### config.mk
export PLATFORM = sky130hd
export DESIGN_NAME = ffra_cell
export DESIGN_NICKNAME = d
export VERILOG_FILES = /design/src/rtl/ffra_pkg.sv /design/src/rtl/ffra_cell.sv
export SDC_FILE = /design/constraint.sdc
export NUM_CORES = 1
export LEC_CHECK = 0
export BUFFER_PORTS_ARGS = -buffer_cell sky130_fd_sc_hd__buf_4
export CORE_AREA = 2 2 133 135
export CTS_CLUSTER_DIAMETER = 120
export CTS_CLUSTER_SIZE = 28
export DETAILED_ROUTE_END_ITERATION = 8
export DIE_AREA = 0 0 135 137
export GPL_TIMING_DRIVEN = 0
export HOLD_SLACK_MARGIN = 0.02
export PLACE_DENSITY = 0.71
export SYNTH_ARGS = -nofsm -noshare
export SYNTH_HDL_FRONTEND = slang
export SYNTH_SLANG_ARGS = --single-unit
### constraint.sdc
create_clock -name clk -period 16.9 [get_ports clk]
set_input_delay 3.38 -clock clk [delete_from_list [all_inputs] [get_ports clk]]
set_output_delay 3.38 -clock clk [all_outputs]
set_load 0.01 [all_outputs]
### src/rtl/ffra_pkg.sv
// shared types and constants of the first-fit range allocator
`timescale 1ns / 1ps
`default_nettype none
package ffra_pkg;

    // field widths
    localparam int PAGES_W  = 21;   // request page count
    localparam int RPAGES_W = 22;   // reserved page count, guard page included
    localparam int START_W  = 23;   // start page, wide enough for the smallest page size
    localparam int CAND_W   = 25;   // candidate page and page sums
    localparam int IDX_W    = 11;   // table index and fill level

    // opcodes
    localparam logic OP_ALLOC = 1'b0;
    localparam logic OP_FREE  = 1'b1;

    // register indexes
    localparam logic REG_AREA_BASE = 1'b0;
    localparam logic REG_MAX_REQ   = 1'b1;

    // status codes
    localparam logic [2:0] ST_OK         = 3'd0;
    localparam logic [2:0] ST_BAD_SIZE   = 3'd1;
    localparam logic [2:0] ST_FULL       = 3'd2;
    localparam logic [2:0] ST_EXHAUSTED  = 3'd3;
    localparam logic [2:0] ST_NULL       = 3'd4;
    localparam logic [2:0] ST_MISALIGNED = 3'd5;
    localparam logic [2:0] ST_NOT_FOUND  = 3'd6;

    typedef struct packed {
        logic [START_W-1:0]  start;
        logic [RPAGES_W-1:0] rpages;
    } entry_t;

    // broadcast from the controller to every cell
    typedef struct packed {
        logic               mode_free;
        logic               commit;
        logic [IDX_W-1:0]   count;
        logic [IDX_W-1:0]   pos;
        logic [PAGES_W-1:0] pages;
        logic [31:0]        addr;
        entry_t             new_entry;
    } ctl_t;

    // report of one cell back to the controller
    typedef struct packed {
        logic              stop;
        logic              at_end;
        logic [CAND_W-1:0] cand;
    } rep_t;

endpackage
`default_nettype wire

### src/rtl/ffra_cell.sv
// one table slot with its share of the first-fit walk
`timescale 1ns / 1ps
`default_nettype none
module ffra_cell
    import ffra_pkg::*;
#(
    parameter int IDX        = 0,
    parameter int ADDR_SHIFT = 12
)
(
    input  wire logic              clk,
    input  wire logic              rst_n,
    input  wire ctl_t              ctl,
    input  wire logic              tok_in,
    input  wire logic [CAND_W-1:0] cand_in,
    input  wire entry_t            left_entry,
    input  wire entry_t            right_entry,
    output logic                   tok_out,
    output logic [CAND_W-1:0]      cand_out,
    output entry_t                 entry,
    output rep_t                   rep
);

    logic              tok_reg;
    logic [CAND_W-1:0] cand_reg;
    entry_t            entry_reg;
    entry_t            entry_next;
    logic              end_hit;
    logic              match;
    logic              fit;
    logic              stop;

    // token position of the walk
    always_ff @(posedge clk or negedge rst_n)
    begin
        if (!rst_n)
        begin
            tok_reg <= 1'b0;
        end
        else
        begin
            tok_reg <= tok_in;
        end
    end

    always_ff @(posedge clk)
    begin
        cand_reg  <= cand_in;
        entry_reg <= entry_next;
    end

    // stop tests at the token
    always_comb
    begin
        end_hit = IDX_W'(IDX) >= ctl.count;
        match   = (40'(entry_reg.start) << ADDR_SHIFT) == 40'(ctl.addr);
        fit     = (CAND_W'(ctl.pages) + cand_reg) < CAND_W'(entry_reg.start);
        stop    = tok_reg && (end_hit || (ctl.mode_free ? match : fit));
    end

    assign tok_out    = tok_reg && !stop;
    assign cand_out   = CAND_W'(entry_reg.start) + CAND_W'(entry_reg.rpages);
    assign rep.stop   = stop;
    assign rep.at_end = tok_reg && end_hit;
    assign rep.cand   = stop ? cand_reg : '0;
    assign entry      = entry_reg;

    // insert shifts up, remove shifts down
    always_comb
    begin
        entry_next = entry_reg;
        if (ctl.commit)
        begin
            if (ctl.mode_free)
            begin
                if (IDX_W'(IDX) >= ctl.pos)
                begin
                    entry_next = right_entry;
                end
            end
            else
            begin
                if (IDX_W'(IDX) > ctl.pos)
                begin
                    entry_next = left_entry;
                end
                else if (IDX_W'(IDX) == ctl.pos)
                begin
                    entry_next = ctl.new_entry;
                end
            end
        end
    end

endmodule
`default_nettype wire

# After elaboration in Yosys (flattened, before gate mapping)
# Index checks and enable logic that the tools add are counted.
[totals]
in_bits = 240
ramBits = 0
output_inout_bits = 98
n_memories = 0
mem_bits_ro = 0
register_bits = 71
latch_bits = 0
wordCells = 26
[classes]
multipliers = 0
add_sub_neg = 2
magnitude_cmp = 4
n_div = 0
reduce_logical = 8
bitwise_logic = 0
shifts = 0
mux = 6
eq_ne = 2
[ops]
columns = ["operator", "n"]
rows = [
  ["45-bit two-way mux", 4],
  ["35-bit by 32-bit == test with 1-bit output", 1],
  ["21-bit by 25-bit adder with 25-bit output", 1],
  ["25-bit by 23-bit < comparator with 1-bit output", 1],
  ["25-bit two-way mux", 1],
  ["23-bit by 22-bit adder with 24-bit output", 1],
  ["1-bit by 11-bit >= comparator with 1-bit output (first input constant)", 2],
  ["1-bit by 11-bit greater-than comparator with 1-bit output (first input constant)", 1],
  ["11-bit zero test", 1],
  ["1-bit logical AND", 3],
  ["3-bit AND reduction", 1],
  ["3-bit nonzero test", 1],
  ["2-bit by 1-bit != test with 1-bit output (second input constant)", 1],
  ["1-bit zero test", 1],
  ["1-bit logical OR", 1],
  ["1-bit two-way mux", 1],
]

# Logic depth before layout (Yosys ltp)
[logic_depth]
word_depth = 7
depth_mapped = 20
ltp_nobuf = 18

# Worst setup path after synthesis
# No wires, ideal clock.
[synth_timing]
path_type = "input to output"
start = "input port ctl[87] (netlist name)"
end = "output port rep[10] (netlist name)"
stages = 16
setup_slack_ns = 6.686
path_buffers = 1
required_time_ns = 13.520
arrival_ns = 6.834
path_cell_list = "ha_1 a41o_1 a2111oi_2 a21oi_1 a21o_2 a21oi_1 xnor2_1 ha_1 a211oi_1 o21ai_0 nor4b_1 o211ai_1 nand3_1 a41oi_4 buf_6 nor3b_2"
[synth_lines]
columns = ["item", "line", "text"]
rows = [
  ["from (decl)", "ffra_cell.sv:13", "input wire ctl_t ctl,"],
  ["to (decl)", "ffra_cell.sv:21", "output rep_t rep"],
]

==> results_dict.tcl <==
set metrics [dict create \
    cp-start-kind "input port" \
    max_freq_mhz 88.59 \
    drive_above_1_share 0.4333 \
    htreeDepth 3 \
    crit_path_max_incr_delay_ns 0.48 \
    grt_pass1_wl_mm 29.74 \
    hold_class "in2async" \
    power.leakage_uw 0.003989 \
    antenna_found_initial 0 \
    slew_headroom 0.3468 \
    synth.avg_cell_area_um2 10.03 \
    vias 5700 \
    end_kind "output port" \
    grt_util_all_layers 0.2122 \
    first_global_vias 5759 \
    grt_max_degree 30 \
    synth_seq_area_share 0.3162 \
    sw_frac_of_total 0.2594 \
    clock-root-buffer "clkbuf_16" \
    worst-path-max-fanout 10 \
    drtPass1Iterations 4 \
    num_rows 48 \
    p_clk_frac 0.409 \
    core-area_um2 17060 \
    comb_power_share 0.243 \
    io_buffers 291 \
    final_cells 1125 \
    dp_slack_ns 5.710 \
    p_seq_frac 0.348 \
    area_delta_synth_final_pct 47.60 \
    power_density_nw_per_um2 62.56 \
    wl_per_cell_um 17.75 \
    layout_min_cycle_time_ns 11.29 \
    cap_violations 0 \
    final-hold-violation-count 0 \
    cts-buffers-inserted 9 \
    drc 0 \
    clkTransAtPathRegs_ns 0.06 \
    io_pins 338 \
    layout_common_cells "293 x buf_4, 65 x ha_1, 45 x mux2_2, 45 x edfxtp_1, 39 x inv_1" \
    setup_viol 0 \
    synth_ff_type "edfxtp_1" \
    die_area_um2 18500 \
    p_switching_uw 142.2 \
    vdd_drop_max_v 0.00005349 \
    total_power_uw 548.1 \
    worst_slew_pin_slew_ns 0.9732 \
    layout_setup_ws_ns 5.612 \
    chipWidth_um 135 \
    dpl.hpwl_mm 16.40 \
    final.fill_count 1622 \
    layout_commonest_cell "buf_4" \
    fin_nets 1202 \
    fin_util 0.5136 \
    finalCritPeriodShare 0.6679 \
    finalSetupTns_ns 0 \
    place_congestion 0.8807 \
    ctsLongestPathBuffers 2 \
    synth.cell_area_um2 5936 \
    cp_top_family "compound AO/OA/AOI/OAI gates" \
    initial_utilization 0.3480 \
    crit_type "in2out" \
    cts_resized 0 \
    clock_sinks 71 \
    status "finished clean" \
    synthCells 592 \
    routed_via_density 5.067 \
    diodes 0 \
    dp_cells 1109 \
    rsz0062_at_grt "no" \
    drv_slew 0 \
    async_reset_ff_frac 0.01408 \
    synth-seq-cells 71 \
    path_buf_inv 4 \
    synth_nets 899 \
    cts_tree "yes" \
    crit_chain "buf_4, ha_1, inv_1, fa_1, nor2b_1, o31a_1, o2111ai_1, a21oi_1, a21o_2, a21oi_1, xnor2_1, ha_1, a211oi_1, o21ai_0, nor4b_1, o211ai_1, nand3_1, a41oi_4, buf_6, nor3b_2, buf_4" \
    hold_buffers 0 \
    largest_reg_flops 45 \
    wl_mm 19.97 \
    synth_cell_types 71 \
    ys_warn_count 0 \
    arrival_ns 7.91 \
    post_cts_buffers 0 \
    drtAntennaViolNets 0 \
    synth_edf_count 45 \
    chipHeight_um 137 \
    gr-total-overflow 0 \
    drt_iter0_drc 246 \
    p_int_uw 405.9 \
    slowest_stage "nor4b_1" \
    required_ns 13.52 \
]
## synth_stat cells, types with 7 or more instances
cell type,count,area [um^2]
a211oi_1,14,105.1
a21o_1,19,142.6
a21oi_1,37,185.2
dfxtp_1,25,500.5
edfxtp_1,45,1351
ha_1,65,813.3
inv_1,39,146.4
mux2_2,45,506.7
nand2_1,22,82.58
nand3_1,14,70.07
nor2_1,28,105.1
nor3_1,7,35.03
nor3b_2,18,225.2
nor4_1,12,75.07
o21a_1,9,67.56
o21ai_0,25,125.1
xnor2_1,33,289.0
xor2_1,22,192.7
## through the flow
step | hold slack (ns) | cell area, um^2
after CTS | 2.783 | 8761
after global routing | 2.788 | 8761
after global placement | 3.156 | 8402
final | 2.800 | 8761
after detailed placement | 3.157 | 8423
after floorplan | 3.084 | 5936
## power groups by stage
stage | combinational, uW | sequential [uW] | clock (uW)
finish | 133 | 191 | 224
detailed placement | 133 | 194 | 0
floorplan | 77.2 | 193 | 0
global route | 148 | 191 | 234
global placement | 130 | 194 | 0
CTS | 134 | 191 | 229
## per-layer routing
layer	wire [um]	vias to the layer above	part of all wire	global-route usage
met3	1358	16	0.068	0.04148
met1	8255	2642	0.41	0.2470
met4	278	0	0.014	0.06424
met2	10080	222	0.50	0.3928
li1	-	2820	-	-
met5	0	-	0	0
## final cells by class
cell class | instances | area [um^2] | share of cell area
plain buffers | 13 | 77.57 | 0.008855
clock buffers | 10 | 229.0 | 0.02614
repair buffers | 292 | 2205 | 0.2516
well taps | 225 | 281.5 | 0.03213
clock inverters | 6 | 108.9 | 0.01242
flip-flops and latches | 71 | 1877 | 0.2142
multi-input cells | 468 | 3832 | 0.4374
inverters | 40 | 150.1 | 0.01714
## cell families after synthesis
| family | synth area share |
|---|---|
| flops | 0.3162 |
| buf+inv | 0.03836 |
| simple gates | 0.1558 |
| other cells | 0.0006318 |
| fa+ha+maj | 0.1438 |
| compound gates | 0.1788 |
| mux | 0.08537 |
| xor+xnor | 0.08115 |
## final timing paths
| kind | start | to | cells after the start |
|---|---|---|---|
| min in group clk | cand_in[21] | cand_reg[21]$_DFF_P_ | 1 |
| worst max-delay path | ctl[77] | rep[19] | 21 |
| worst min-delay path | rst_n | tok_reg$_DFF_PN0_ | 1 |
| max in group asynchronous | rst_n | tok_reg$_DFF_PN0_ | 1 |
(Power assumes the default switching activity.)
