`src/rtl/ffra_pkg.sv`:
```
// shared types and constants of the first-fit range allocator
`timescale 1ns / 1ps
`default_nettype none
package ffra_pkg;

    // field widths
    localparam int PAGES_W  = 21;   // request page count
    localparam int RPAGES_W = 22;   // reserved page count, guard page included
    localparam int START_W  = 23;   // start page, wide enough for the smallest page size
    localparam int CAND_W   = 25;   // candidate page and page sums
    localparam int IDX_W    = 11;   // table index and fill level

    // opcodes
    localparam logic OP_ALLOC = 1'b0;
    localparam logic OP_FREE  = 1'b1;

    // register indexes
    localparam logic REG_AREA_BASE = 1'b0;
    localparam logic REG_MAX_REQ   = 1'b1;

    // status codes
    localparam logic [2:0] ST_OK         = 3'd0;
    localparam logic [2:0] ST_BAD_SIZE   = 3'd1;
    localparam logic [2:0] ST_FULL       = 3'd2;
    localparam logic [2:0] ST_EXHAUSTED  = 3'd3;
    localparam logic [2:0] ST_NULL       = 3'd4;
    localparam logic [2:0] ST_MISALIGNED = 3'd5;
    localparam logic [2:0] ST_NOT_FOUND  = 3'd6;

    typedef struct packed {
        logic [START_W-1:0]  start;
        logic [RPAGES_W-1:0] rpages;
    } entry_t;

    // broadcast from the controller to every cell
    typedef struct packed {
        logic               mode_free;
        logic               commit;
        logic [IDX_W-1:0]   count;
        logic [IDX_W-1:0]   pos;
        logic [PAGES_W-1:0] pages;
        logic [31:0]        addr;
        entry_t             new_entry;
    } ctl_t;

    // report of one cell back to the controller
    typedef struct packed {
        logic              stop;
        logic              at_end;
        logic [CAND_W-1:0] cand;
    } rep_t;

endpackage
`default_nettype wire

```
`src/rtl/ffra_ctrl.sv`:
```
// sequencer, configuration registers and result register of the allocator
`timescale 1ns / 1ps
`default_nettype none
module ffra_ctrl
    import ffra_pkg::*;
#(
    parameter int MAX_RANGES = 64,
    parameter int PAGE_BYTES = 4096
)
(
    input  wire logic              clk,
    input  wire logic              rst_n,
    input  wire logic              start,
    input  wire logic              opcode,
    input  wire logic [31:0]       request_bytes,
    input  wire logic [31:0]       release_address,
    input  wire logic              cfg_write,
    input  wire logic              cfg_index,
    input  wire logic [20:0]       cfg_data,
    input  wire rep_t              rep,
    input  wire logic              fell_off,
    output logic                   busy,
    output logic                   launch,
    output logic [CAND_W-1:0]      launch_cand,
    output ctl_t                   ctl,
    output logic                   done,
    output logic [2:0]             status,
    output logic [31:0]            granted_address
);

    localparam int PL    = $clog2(PAGE_BYTES);
    localparam int CNT_W = $clog2(MAX_RANGES + 1);
    localparam int KW    = $clog2(MAX_RANGES);
    localparam logic [CAND_W-1:0] SPACE_PAGES = CAND_W'(64'(1) << (32 - PL));

    localparam logic [1:0] S_IDLE   = 2'd0;
    localparam logic [1:0] S_WALK   = 2'd1;
    localparam logic [1:0] S_COMMIT = 2'd2;

    logic [1:0]         state_reg, state_next;
    logic [19:0]        base_reg;
    logic [20:0]        max_reg;
    logic [CNT_W-1:0]   count_reg, count_next;
    logic [KW-1:0]      k_reg, k_next;
    logic [KW-1:0]      pos_reg, pos_next;
    logic               free_reg, free_next;
    logic [PAGES_W-1:0] pages_reg, pages_next;
    logic [31:0]        addr_reg, addr_next;
    logic [CAND_W-1:0]  cand_reg, cand_next;
    logic               done_reg, done_next;
    logic [2:0]         status_reg, status_next;
    logic [31:0]        grant_reg, grant_next;

    logic               accept;
    logic [32:0]        round_sum;
    logic [32:0]        req_pages;
    logic               bad_size;
    logic [CAND_W-1:0]  end_page;

    assign accept    = start && (state_reg == S_IDLE);
    assign round_sum = {1'b0, request_bytes} + 33'(PAGE_BYTES - 1);
    assign req_pages = round_sum >> PL;
    assign bad_size  = (req_pages == '0) || (req_pages > 33'(max_reg));
    assign end_page  = rep.cand + CAND_W'(pages_reg) + CAND_W'(1);

    // configuration registers
    always_ff @(posedge clk or negedge rst_n)
    begin
        if (!rst_n)
        begin
            base_reg <= 20'd2048;
            max_reg  <= 21'd4096;
        end
        else if (cfg_write)
        begin
            case (cfg_index)
                REG_AREA_BASE: base_reg <= cfg_data[19:0];
                REG_MAX_REQ:   max_reg  <= cfg_data;
                default:       ;
            endcase
        end
    end

    // control state
    always_ff @(posedge clk or negedge rst_n)
    begin
        if (!rst_n)
        begin
            state_reg <= S_IDLE;
            count_reg <= '0;
            done_reg  <= 1'b0;
        end
        else
        begin
            state_reg <= state_next;
            count_reg <= count_next;
            done_reg  <= done_next;
        end
    end

    always_ff @(posedge clk)
    begin
        k_reg      <= k_next;
        pos_reg    <= pos_next;
        free_reg   <= free_next;
        pages_reg  <= pages_next;
        addr_reg   <= addr_next;
        cand_reg   <= cand_next;
        status_reg <= status_next;
        grant_reg  <= grant_next;
    end

    // sequencer
    always_comb
    begin
        state_next  = state_reg;
        count_next  = count_reg;
        k_next      = k_reg;
        pos_next    = pos_reg;
        free_next   = free_reg;
        pages_next  = pages_reg;
        addr_next   = addr_reg;
        cand_next   = cand_reg;
        done_next   = 1'b0;
        status_next = status_reg;
        grant_next  = grant_reg;
        launch      = 1'b0;
        case (state_reg)
            S_IDLE:
            begin
                if (accept)
                begin
                    free_next  = opcode;
                    addr_next  = release_address;
                    pages_next = req_pages[PAGES_W-1:0];
                    k_next     = '0;
                    grant_next = '0;
                    if (opcode == OP_ALLOC)
                    begin
                        if (bad_size)
                        begin
                            done_next   = 1'b1;
                            status_next = ST_BAD_SIZE;
                        end
                        else if (count_reg == CNT_W'(MAX_RANGES))
                        begin
                            done_next   = 1'b1;
                            status_next = ST_FULL;
                        end
                        else
                        begin
                            launch     = 1'b1;
                            state_next = S_WALK;
                        end
                    end
                    else
                    begin
                        if (release_address == '0)
                        begin
                            done_next   = 1'b1;
                            status_next = ST_NULL;
                        end
                        else if (release_address[PL-1:0] != '0)
                        begin
                            done_next   = 1'b1;
                            status_next = ST_MISALIGNED;
                        end
                        else
                        begin
                            launch     = 1'b1;
                            state_next = S_WALK;
                        end
                    end
                end
            end
            S_WALK:
            begin
                k_next = k_reg + KW'(1);
                if (rep.stop)
                begin
                    pos_next = k_reg;
                    if (free_reg)
                    begin
                        if (rep.at_end)
                        begin
                            done_next   = 1'b1;
                            status_next = ST_NOT_FOUND;
                            state_next  = S_IDLE;
                        end
                        else
                        begin
                            state_next = S_COMMIT;
                        end
                    end
                    else if (end_page > SPACE_PAGES)
                    begin
                        done_next   = 1'b1;
                        status_next = ST_EXHAUSTED;
                        state_next  = S_IDLE;
                    end
                    else
                    begin
                        cand_next  = rep.cand;
                        grant_next = 32'(rep.cand) << PL;
                        state_next = S_COMMIT;
                    end
                end
                else if (fell_off)
                begin
                    done_next   = 1'b1;
                    status_next = ST_NOT_FOUND;
                    state_next  = S_IDLE;
                end
            end
            S_COMMIT:
            begin
                done_next   = 1'b1;
                status_next = ST_OK;
                state_next  = S_IDLE;
                if (free_reg)
                begin
                    count_next = count_reg - CNT_W'(1);
                end
                else
                begin
                    count_next = count_reg + CNT_W'(1);
                end
            end
            default:
            begin
                state_next = S_IDLE;
            end
        endcase
    end

    // broadcast to the cells
    always_comb
    begin
        ctl.mode_free        = free_reg;
        ctl.commit           = (state_reg == S_COMMIT);
        ctl.count            = IDX_W'(count_reg);
        ctl.pos              = IDX_W'(pos_reg);
        ctl.pages            = pages_reg;
        ctl.addr             = addr_reg;
        ctl.new_entry.start  = START_W'(cand_reg);
        ctl.new_entry.rpages = RPAGES_W'(pages_reg) + RPAGES_W'(1);
    end

    assign launch_cand     = CAND_W'(base_reg);
    assign busy            = (state_reg != S_IDLE);
    assign done            = done_reg;
    assign status          = status_reg;
    assign granted_address = grant_reg;

endmodule
`default_nettype wire

```
`config.mk`:
```
export PLATFORM = sky130hd
export DESIGN_NAME = ffra_ctrl
export DESIGN_NICKNAME = d
export VERILOG_FILES = /design/src/rtl/ffra_pkg.sv /design/src/rtl/ffra_ctrl.sv
export SDC_FILE = /design/constraint.sdc
export NUM_CORES = 1
export LEC_CHECK = 0
export CORE_AREA = 8 8 131 133
export CTS_CLUSTER_SIZE = 28
export DETAILED_ROUTE_END_ITERATION = 16
export DIE_AREA = 0 0 139 141
export DONT_BUFFER_PORTS = 1
export MAX_ROUTING_LAYER = met4
export PLACE_DENSITY = 0.73
export SYNTH_ARGS = -nofsm -noshare
export SYNTH_HDL_FRONTEND = slang
export SYNTH_SLANG_ARGS = --single-unit
```
`constraint.sdc`:
```
create_clock -name clk -period 6 [get_ports clk]
set_input_delay 1.2 -clock clk [delete_from_list [all_inputs] [get_ports clk]]
set_output_delay 1.2 -clock clk [all_outputs]
set_load 0.005 [all_outputs]
```
# --- Word level (Yosys, flattened, before mapping) ---
# Cells that the tools add are included.
word_totals:
  input_bits: 119
  wordCells: 110
  latchBits: 0
  ff_bits: 175
  mem_bits_ro: 0
  ram_bits: 0
  out_inout_bits: 185
  n_memories: 0
op_classes:
  magnitude_cmp: 2
  n_addsub: 7
  div_mod_pow: 0
  reduce_logical: 18
  eq_ne: 16
  n_shift: 0
  n_bitwise: 3
  muxes: 51
  n_mul: 0
ops:
  columns: ["operator", "n"]
  rows:
  - ["$mux W32", 4]
  - ["$pmux W32 S2", 1]
  - ["$add A32 B12 Y33 const B", 1]
  - ["$logic_not A33 Y1", 1]
  - ["$mux W3", 11]
  - ["$logic_not A32 Y1", 1]
  - ["$add A25 B1 Y25 const B", 1]
  - ["$add A25 B21 Y25", 1]
  - ["$gt A25 B21 Y1 const B", 1]
  - ["$add A21 B1 Y22 const B", 1]
  - ["$mux W2", 11]
  - ["$gt A21 B21 Y1", 1]
  - ["$mux W1", 18]
  - ["$ne A3 B3 Y1 const B", 5]
  - ["$pmux W6 S2", 1]
  - ["$reduce_bool A12 Y1", 1]
  - ["$reduce_and A2 Y1", 5]
  - ["$pmux W3 S3", 1]
  - ["$ne A2 B2 Y1 const B", 4]
  - ["$ne A4 B4 Y1 const B", 2]
  - ["$add A7 B1 Y7 const B", 1]
  - ["$eq A7 B7 Y1 const B", 1]
  - ["$mux W7", 1]
  - ["$reduce_and A7 Y1", 1]
  - ["other kinds (18)", 21]

# --- Depth between registers and ports, before layout ---
# Gate-level depths: netlist (run 1).
depth:
  word_depth: 7
  depth_mapped: 19
  ltp_nobuf: 19

# --- Least setup slack after synthesis (run 1) ---
# Ideal clock, no wire load.
synth_path:
  kind: "input to register"
  start: "in rep[0] (netlist name)"
  end: "reg grant_reg[12] (netlist: granted_address[12]), enable pin"
  path_slack_ns: 0.368
  required_time_ns: 5.622
  arrival_ns: 5.255
  stages: 14
  setup_ns: 0.378
  path_cell_list: "inv_1 > ha_1 > inv_1 > fa_1 > xor2_1 > a2111o_1 > a221oi_2 > and4bb_1 > o2111ai_1 > a2111oi_2 > o2111ai_1 > a211o_1 > nor2_1 > o21a_1"
synth_via:
  elab_chain_len: 5
synth_lines:
  columns: ["item", "line_no", "rtl"]
  rows:
  - ["start: declaration", "ffra_ctrl.sv:20", "input wire rep_t rep,"]
  - ["$add A25 B21 Y25", "ffra_ctrl.sv:64", "assign end_page = rep.cand + CAND_W'(pages_reg) + CAND_W'(1);"]
  - ["$add A25 B1 Y25", "ffra_ctrl.sv:64", null]
  - ["$gt A25 B21 Y1", "ffra_ctrl.sv:195", "else if (end_page > SPACE_PAGES)"]
  - ["$ne A2 B2 Y1 (no line)", null, null]
  - ["$reduce_and A5 Y1 (no line)", null, null]
  - ["end signal: assignment", "ffra_ctrl.sv:110", "grant_reg <= grant_next;"]
  - ["end: declaration", "ffra_ctrl.sv:52", "logic [31:0] grant_reg, grant_next;"]
# No other way between the ends.
# A chain may end at the register's enable or synchronous reset.

# --- Final worst setup path (run 1) ---
layout_path:
  start: "in request_bytes[8]"
  end: "out launch"
layout_via:
  elab_chain_len: 7
  elab_cells_between_ends: 8
layout_lines:
  columns: ["item", "line_no", "rtl"]
  rows:
  - ["start: declaration", "ffra_ctrl.sv:15", "input wire logic [31:0] request_bytes,"]
  - ["$add A32 B12 Y33 (*)", "ffra_ctrl.sv:61", "assign round_sum = {1'b0, request_bytes} + 33'(PAGE_BYTES - 1);"]
  - ["named net round_sum[25]", "ffra_ctrl.sv:55", "logic [32:0] round_sum;"]
  - ["$gt A21 B21 Y1 or $logic_not A33 Y1 (tied branches)", "ffra_ctrl.sv:63", "assign bad_size = (req_pages == '0) || (req_pages > 33'(max_reg));"]
  - ["$logic_or A1 B1 Y1 (*)", "ffra_ctrl.sv:63", null]
  - ["$mux W1 (*)", "ffra_ctrl.sv:140", "if (bad_size)"]
  - ["$mux W1 (*)", "ffra_ctrl.sv:138", "if (opcode == OP_ALLOC)"]
  - ["$mux W1 (*)", "ffra_ctrl.sv:131", "if (accept)"]
  - ["$mux W1 (*)", "ffra_ctrl.sv:128", "case (state_reg)"]
  - ["end: declaration", "ffra_ctrl.sv:23", "output logic launch,"]
# The timed path passes the listed nets; every way through them passes the cells marked *.

==> results of run 1 <==
-- what timing repair did --
item,in CTS,in global routing
hold buffers,0,0
gates resized for setup,0,4
endpoints found under the hold margin,0,0
setup endpoints to repair,0,1
-- layer usage --
metal | part of all wire [%] | vias to the layer above
li1 | - | 2767
met1 | 38 | 2951
met2 | 50 | 268
met3 | 9.9 | 49
met4 | 2.5 | 0
met5 | 0 | -
-- worst paths after layout --
check / slack [ns] / end / from / depth (start not counted)
setup / recovery: 0.29 / launch / request_bytes[8] / 18
setup reg to reg: 1.73 / granted_address[25] / pages_reg[0] / 15
hold / removal: 0.46 / base_reg[5] / rst_n / 0
hold reg to reg: 0.48 / pos_reg[5] / k_reg[5] / 0
max in group asynchronous: 5.34 / base_reg[11] / rst_n / 0
min in group clk: 0.48 / pos_reg[5] / k_reg[5] / 0
-- cells by family (layout without fill, tap and decap cells) --
logic type | after synthesis | after routing | share of synthesized area [%]
compound gates | 126 | 126 | 10.2
xor+xnor | 57 | 57 | 5.60
fa+ha+maj | 56 | 56 | 8.03
buf+inv | 87 | 80 | 4.88
flops | 163 | 163 | 52.1
mux | 53 | 53 | 6.60
other cells | 1 | 26 | 0.0421
simple gates | 212 | 212 | 12.6
-- Yosys cell counts, drive strengths merged (2+ instances only) --
library cell / count
a31o: 2
o21a: 10
dfrtp: 49
o211ai: 4
a2111oi: 4
and2: 22
a211oi: 4
fa: 2
nand2: 41
o221ai: 2
clkbuf: 8
inv: 45
nand2b: 7
nor3: 13
o21ai: 23
mux2i: 7
edfxtp: 112
nand3b: 2
nand3: 23
nor2: 34
nor2b: 4
buf: 33
o2111ai: 4
a211o: 6
a31oi: 3
dfstp: 2
xor2: 20
a21oi: 30
a221oi: 3
nand4: 26
a21o: 16
xnor2: 37
ha: 54
o22ai: 2
and4: 2
nor4: 21
o31ai: 3
or3: 2
and3: 10
mux2: 46
-- critical path, stage by stage --
cell      delay [ns]
nor4_1          0.31
nand3_1         0.23
nand2_1         0.25
nor3_2          0.10
nand3_1         0.13
nor2_1          0.05
nand4_1         0.15
xnor2_1         0.11
ha_1            0.18
a21o_1          0.15
a21o_1          0.18
a211o_1         0.29
o211ai_1        0.10
a21oi_1         0.09
o31a_1          0.25
a311oi_2        0.32
a21oi_1         0.20
nor2_1          0.21
-- cell type report --
cell class / instances / area [µm²]
clock buffers: 17 / 425
clock inverters: 15 / 234
fillers: 1141 / 5300
inverters: 46 / 173
multi-input cells: 530 / 3960
flip-flops and latches: 163 / 4640
well taps: 188 / 235
repair buffers: 2 / 15.0
-- stage by stage --
step	instances	hold slack (ns)	setup slack, ns	total power, mW	utilization [%]
6_report	961	0.455	0.286	3.97	64.6
5_1_grt	961	0.437	0.00813	4.18	64.6
4_1_cts	961	0.439	0.113	4.00	64.5
3_5_place_dp	929	0.469	0.108	2.78	60.1
3_3_place_gp	929	0.465	0.196	2.74	60.1
2_1_floorplan	780	0.449	0.368	2.50	-
-- report_power, final --
group	leakage (nW)	internal, mW	switching [mW]
Clock	0.324	0.720	0.489
Combinational	1.83	0.396	0.582
Sequential	1.66	1.55	0.233
Total	3.82	2.67	1.30
==> results by group, run 1 <==
Run status
  • Status: finished, final reports clean

Yosys
  • Synth unique cells: 67
  • Synth Cell Area: 8920 µm²
  • Top cell type's share of synthesized area: 37.7%
  • Sequential share of the synthesized area: 52.1%
  • Main area contributors after synthesis: edfxtp_1, dfrtp_1, ha_1
  • Ys flop type: edfxtp_1
  • Synth Instances: 755
  • Number of synthesized flops with an enable pin: 112
  • Mean Syn Cell Area: 11.8 µm²
  • Post-synth top area cell: edfxtp_1
  • Ys Warns: 0
  • FF+latch count, synth: 163
  • Async SR Flop Fraction: 31.3%

Global routing
  • GRT Max-Usage Layer: met2
  • Global-route wire length before repair: 34,600 µm
  • Initial antenna violation count: 0
  • Met1 GRT Util: 24.4%
  • Largest net degree at the start of global routing: 56
  • Met2 global-route usage: 38.8%
  • Gr usage total: 23.1%
  • Grt total ovfl: 0
  • GRT met3 Usage: 9.69%
  • Vias in the first global route: 6,198

Critical path
  • CP Data Required Time: 4.80 ns
  • Critical path startpoint category: primary input
  • Arr. time, crit path: 4.51 ns
  • Crit-path max FO: 5
  • CP endpoint kind: output port
  • Worst setup path category: in2out

Flow run
  • Max cap viols: 0

Clocking
  • Htree depth: 4
  • Setup bufs post-CTS: 0
  • TritonCTS clock tree: yes
  • CTS root buf: clkbuf_16
  • Clock Sinks: 163
  • CTS max path bufs: 2
  • CTS Buf Count: 17
  • Clk Latency, worst-skew pair: 0.43 ns
  • Clock transition at path regs: 0.07 ns

Hold path
  • Hold crit path type: in2async

STA
  • Final count of pins violating max slew: 0
  • Period utilization: 95.2%
  • RSZ-0062 raised after global routing: no
  • Worst-margin pin slew: 1.09 ns
  • Setup Skew: 0.00890 ns
  • Setup violations, final: 0
  • Tmin final: 5.71 ns
  • Final Hold Fails: 0
  • Setup TNS: 0 ns
  • Relative slew margins: 27.6%
  • FMAX: 0.175 GHz

Routing
  • Drt total wl: 22,400 µm
  • Drc violations: 0
  • Initial DRT Pass Iterations: 5
  • WL per Instance: 23.3 µm
  • Vias: 6,035
  • Initial DRC count: 417
  • Post-route ant nets: 0
  • Via density: 6.28

Pwr
  • Leakage: 3.82 nW
  • Worst IR drop on VDD: 0.203 mV
  • Pwr dens: 410 nW/µm²

Die
  • Die Y: 141 µm
  • Die Width: 139 µm
  • Core area: 15,000 µm²
  • Die footprint: 19,600 µm²
  • Cell row count: 45
  • Starting density of the core: 59.5%
  • Io pins: 304

Finish
  • Most frequent cells in the layout: edfxtp_1, ha_1, dfrtp_1
  • Max reg flops: 32
  • Finished Cell Area: 9680 µm²
  • Layout area overhead: 8.59%
  • Layout cells sized above 1: 13.3%
  • Most common cell after layout, fill and taps aside: edfxtp_1
  • Nets: 935
  • Inserted Diodes: 0

Place
  • Final GP Congestion: 0.920
  • Placed wire-length estimate: 17,900 µm
  • PortBufs: 0
  • Placed cell area: 9000 µm²
(Power assumes the default switching activity.)
==> run 2, diff against run 1 <==
--- a/config.mk
+++ b/config.mk
@@ -5,10 +5,11 @@
 export SDC_FILE = /design/constraint.sdc
 export NUM_CORES = 1
 export LEC_CHECK = 0
-export CORE_AREA = 8 8 131 133
+export ABC_AREA = 1
+export CORE_AREA = 8 8 137 139
 export CTS_CLUSTER_SIZE = 28
 export DETAILED_ROUTE_END_ITERATION = 16
-export DIE_AREA = 0 0 139 141
+export DIE_AREA = 0 0 145 147
 export DONT_BUFFER_PORTS = 1
 export MAX_ROUTING_LAYER = met4
 export PLACE_DENSITY = 0.73
==> results by group, run 2 <==
Routing
  • Drt total wl: 25,200 µm
  • Drc violations: 0
  • Via density: 5.32
  • Vias: 7,650
  • WL per Instance: 17.5 µm
  • Initial DRC count: 538
  • Post-route ant nets: 0
  • Initial DRT Pass Iterations: 5

Yosys
  • Post-synth top area cell: edfxtp_1
  • Synth Cell Area: 9780 µm²
  • Async SR Flop Fraction: 31.3%
  • Synth Area in XOR/XNOR: 2.78%
  • Synth Area in Adders: 7.32%
  • FF+latch count, synth: 163
  • Largest family of logic cells by synthesized area: simple AND/OR/NAND/NOR gates
  • Top cell type's share of synthesized area: 34.4%
  • Synth unique cells: 47
  • Synth Instances: 1,196
  • Mean Syn Cell Area: 8.18 µm²
  • Area share of and/or/nand/nor cells after synthesis: 25.3%
  • Main area contributors after synthesis: edfxtp_1, dfrtp_1, nand2_1
  • Synth cell count leaders: nand2_1, inv_1, edfxtp_1, nor2_1, nand3_1
  • Ys Warns: 0
  • Multiplexer share of the synthesized area: 0%
  • Compound-cell area share of the yosys netlist: 6.45%
  • Ys flop type: edfxtp_1
  • Number of synthesized flops with an enable pin: 112
  • Top-count cell post-synth: nand2_1
  • Sequential share of the synthesized area: 47.5%

Global routing
  • Initial antenna violation count: 0
  • Largest net degree at the start of global routing: 56
  • Gr usage total: 24.1%
  • Grt total ovfl: 0
  • Vias in the first global route: 7,612
  • Global-route wire length before repair: 40,000 µm

Critical path
  • Most common cell on crit path: nand2_1
  • Crit-path max FO: 11
  • Critical path startpoint category: primary input
  • CP endpoint kind: output port
  • CP top delay family: simple AND/OR/NAND/NOR gates
  • Arr. time, crit path: 3.98 ns
  • R2R depth: 21
  • Worst Path Buf+Inv: 3
  • CP Data Required Time: 4.80 ns
  • Worst setup path category: in2out
  • Slowest stage cell on the critical path: o41ai_1
  • Levels on crit path: 16
  • Slowest Stage Delay on Critical Path: 0.59 ns
  • Cells along the critical path: nor2_2, nand2_1, nor2_1, nand2_1, inv_1, nor2_2, inv_1, nand2_1, nand2_1, inv_1, ha_1, nand2_1, or3_1, o41ai_1, nand4_1, a21oi_1

Place
  • Placed insts: 1,407
  • PortBufs: 0
  • Placed cell area: 9910 µm²
  • Worst slack at placement: 0.810 ns
  • Placed wire-length estimate: 20,300 µm
  • Final GP Congestion: 0.997

Clocking
  • CTS max path bufs: 2
  • CTS Buf Count: 17
  • Clk Latency, worst-skew pair: 0.43 ns
  • TritonCTS clock tree: yes
  • Post-CTS Hold Buffers: 0
  • Htree depth: 4
  • CTS resizes: 0
  • Clock transition at path regs: 0.07 ns
  • Clock Sinks: 163
  • CTS root buf: clkbuf_16
  • Setup bufs post-CTS: 0

Pwr
  • Final Power: 3.78 mW
  • Pwr dens: 362 nW/µm²
  • Worst IR drop on VDD: 0.195 mV
  • Leakage: 5.02 nW

Hold path
  • Hold crit path type: in2async

Die
  • Starting density of the core: 58.4%
  • Core area: 16,800 µm²
  • Die footprint: 21,300 µm²
  • Die Width: 145 µm
  • Cell row count: 48
  • Io pins: 304
  • Die Y: 147 µm

STA
  • Relative slew margins: 22.9%
  • Setup violations, final: 0
  • Final Hold Fails: 0
  • Period utilization: 86.3%
  • Worst-margin pin slew: 1.15 ns
  • Setup Skew: 0.00951 ns
  • Final count of pins violating max slew: 0
  • FMAX: 0.193 GHz
  • Hold WS: 0.455 ns
  • Tmin final: 5.18 ns
  • Final worst slack: 0.823 ns
  • RSZ-0062 raised after global routing: no
  • Setup TNS: 0 ns

Finish
  • Inserted Diodes: 0
  • Nets: 1,376
  • Max reg flops: 32
  • Most frequent cells in the layout: nand2_1, inv_1, edfxtp_1
  • Most common cell after layout, fill and taps aside: nand2_1
  • Layout area overhead: 6.91%
  • Layout cells sized above 1: 4.37%
  • Post-layout util: 62.4%
  • Finished Cell Area: 10,500 µm²
  • Finished Layout Cells: 1,439

Run status
  • Status: finished, final reports clean

Flow run
  • Max cap viols: 0
-- run 2: logic make-up after synthesis --
family	count (synthesis)
simple gates	579
other cells	1
compound gates	119
fa+ha+maj	56
xor+xnor	31
buf+inv	247
flops	163
-- run 2: routing by layer --
| metal | global-route usage (%) | vias up | routed length, µm |
|---|---|---|---|
| li1 | - | 3826 | - |
| met4 | 7.89 | 0 | 480 |
| met1 | 27.5 | 3511 | 10300 |
| met2 | 39.5 | 278 | 12300 |
| met5 | - | - | 0 |
| met3 | 7.87 | 35 | 2130 |
-- run 2: final timing paths --
path | endpoint | slack, ns | from
setup / recovery | launch | 0.82 | request_bytes[1]
setup reg to reg | granted_address[20] | 2.15 | pages_reg[0]
hold reg to reg | pos_reg[4] | 0.46 | k_reg[4]
max in group asynchronous | max_reg[12] | 5.37 | rst_n
hold / removal | max_reg[1] | 0.46 | rst_n
min in group clk | pos_reg[4] | 0.46 | k_reg[4]
-- run 2: worst reg2reg max path, cell delays in order, from the launching register on --
cell and delay (ns):
edfxtp_1 0.47, inv_1 0.15, ha_1 0.15, inv_1 0.08, fa_1 0.42, nand2_1 0.10, nand2_1 0.08, nand3_1 0.11
nand2_1 0.12, nand2_1 0.10, nand2_1 0.05, nand2_1 0.06, nand2_1 0.04, nor2_1 0.09, nand2_1 0.05, nor2_1 0.12
nand3_1 0.09, nand2_1 0.08, nand2_1 0.08, nor2_2 0.11, a21oi_1 0.06, nor2_2 0.84
-- run 2: power breakdown --
part | internal [mW] | switching, mW | total [mW]
registers | 1.54 | 0.219 | 1.76
clock network | 0.543 | 0.487 | 1.03
logic | 0.321 | 0.670 | 0.991
total | 2.40 | 1.38 | 3.78
-- run 2: layout make-up --
type	count	area [µm²]
Fill cell	1449	6300
Clock buffer	18	429
Multi-Input combinational cell	811	4200
Timing Repair Buffer	1	7.51
Tap cell	225	282
Clock inverter	14	118
Sequential cell	163	4640
Inverter	207	777
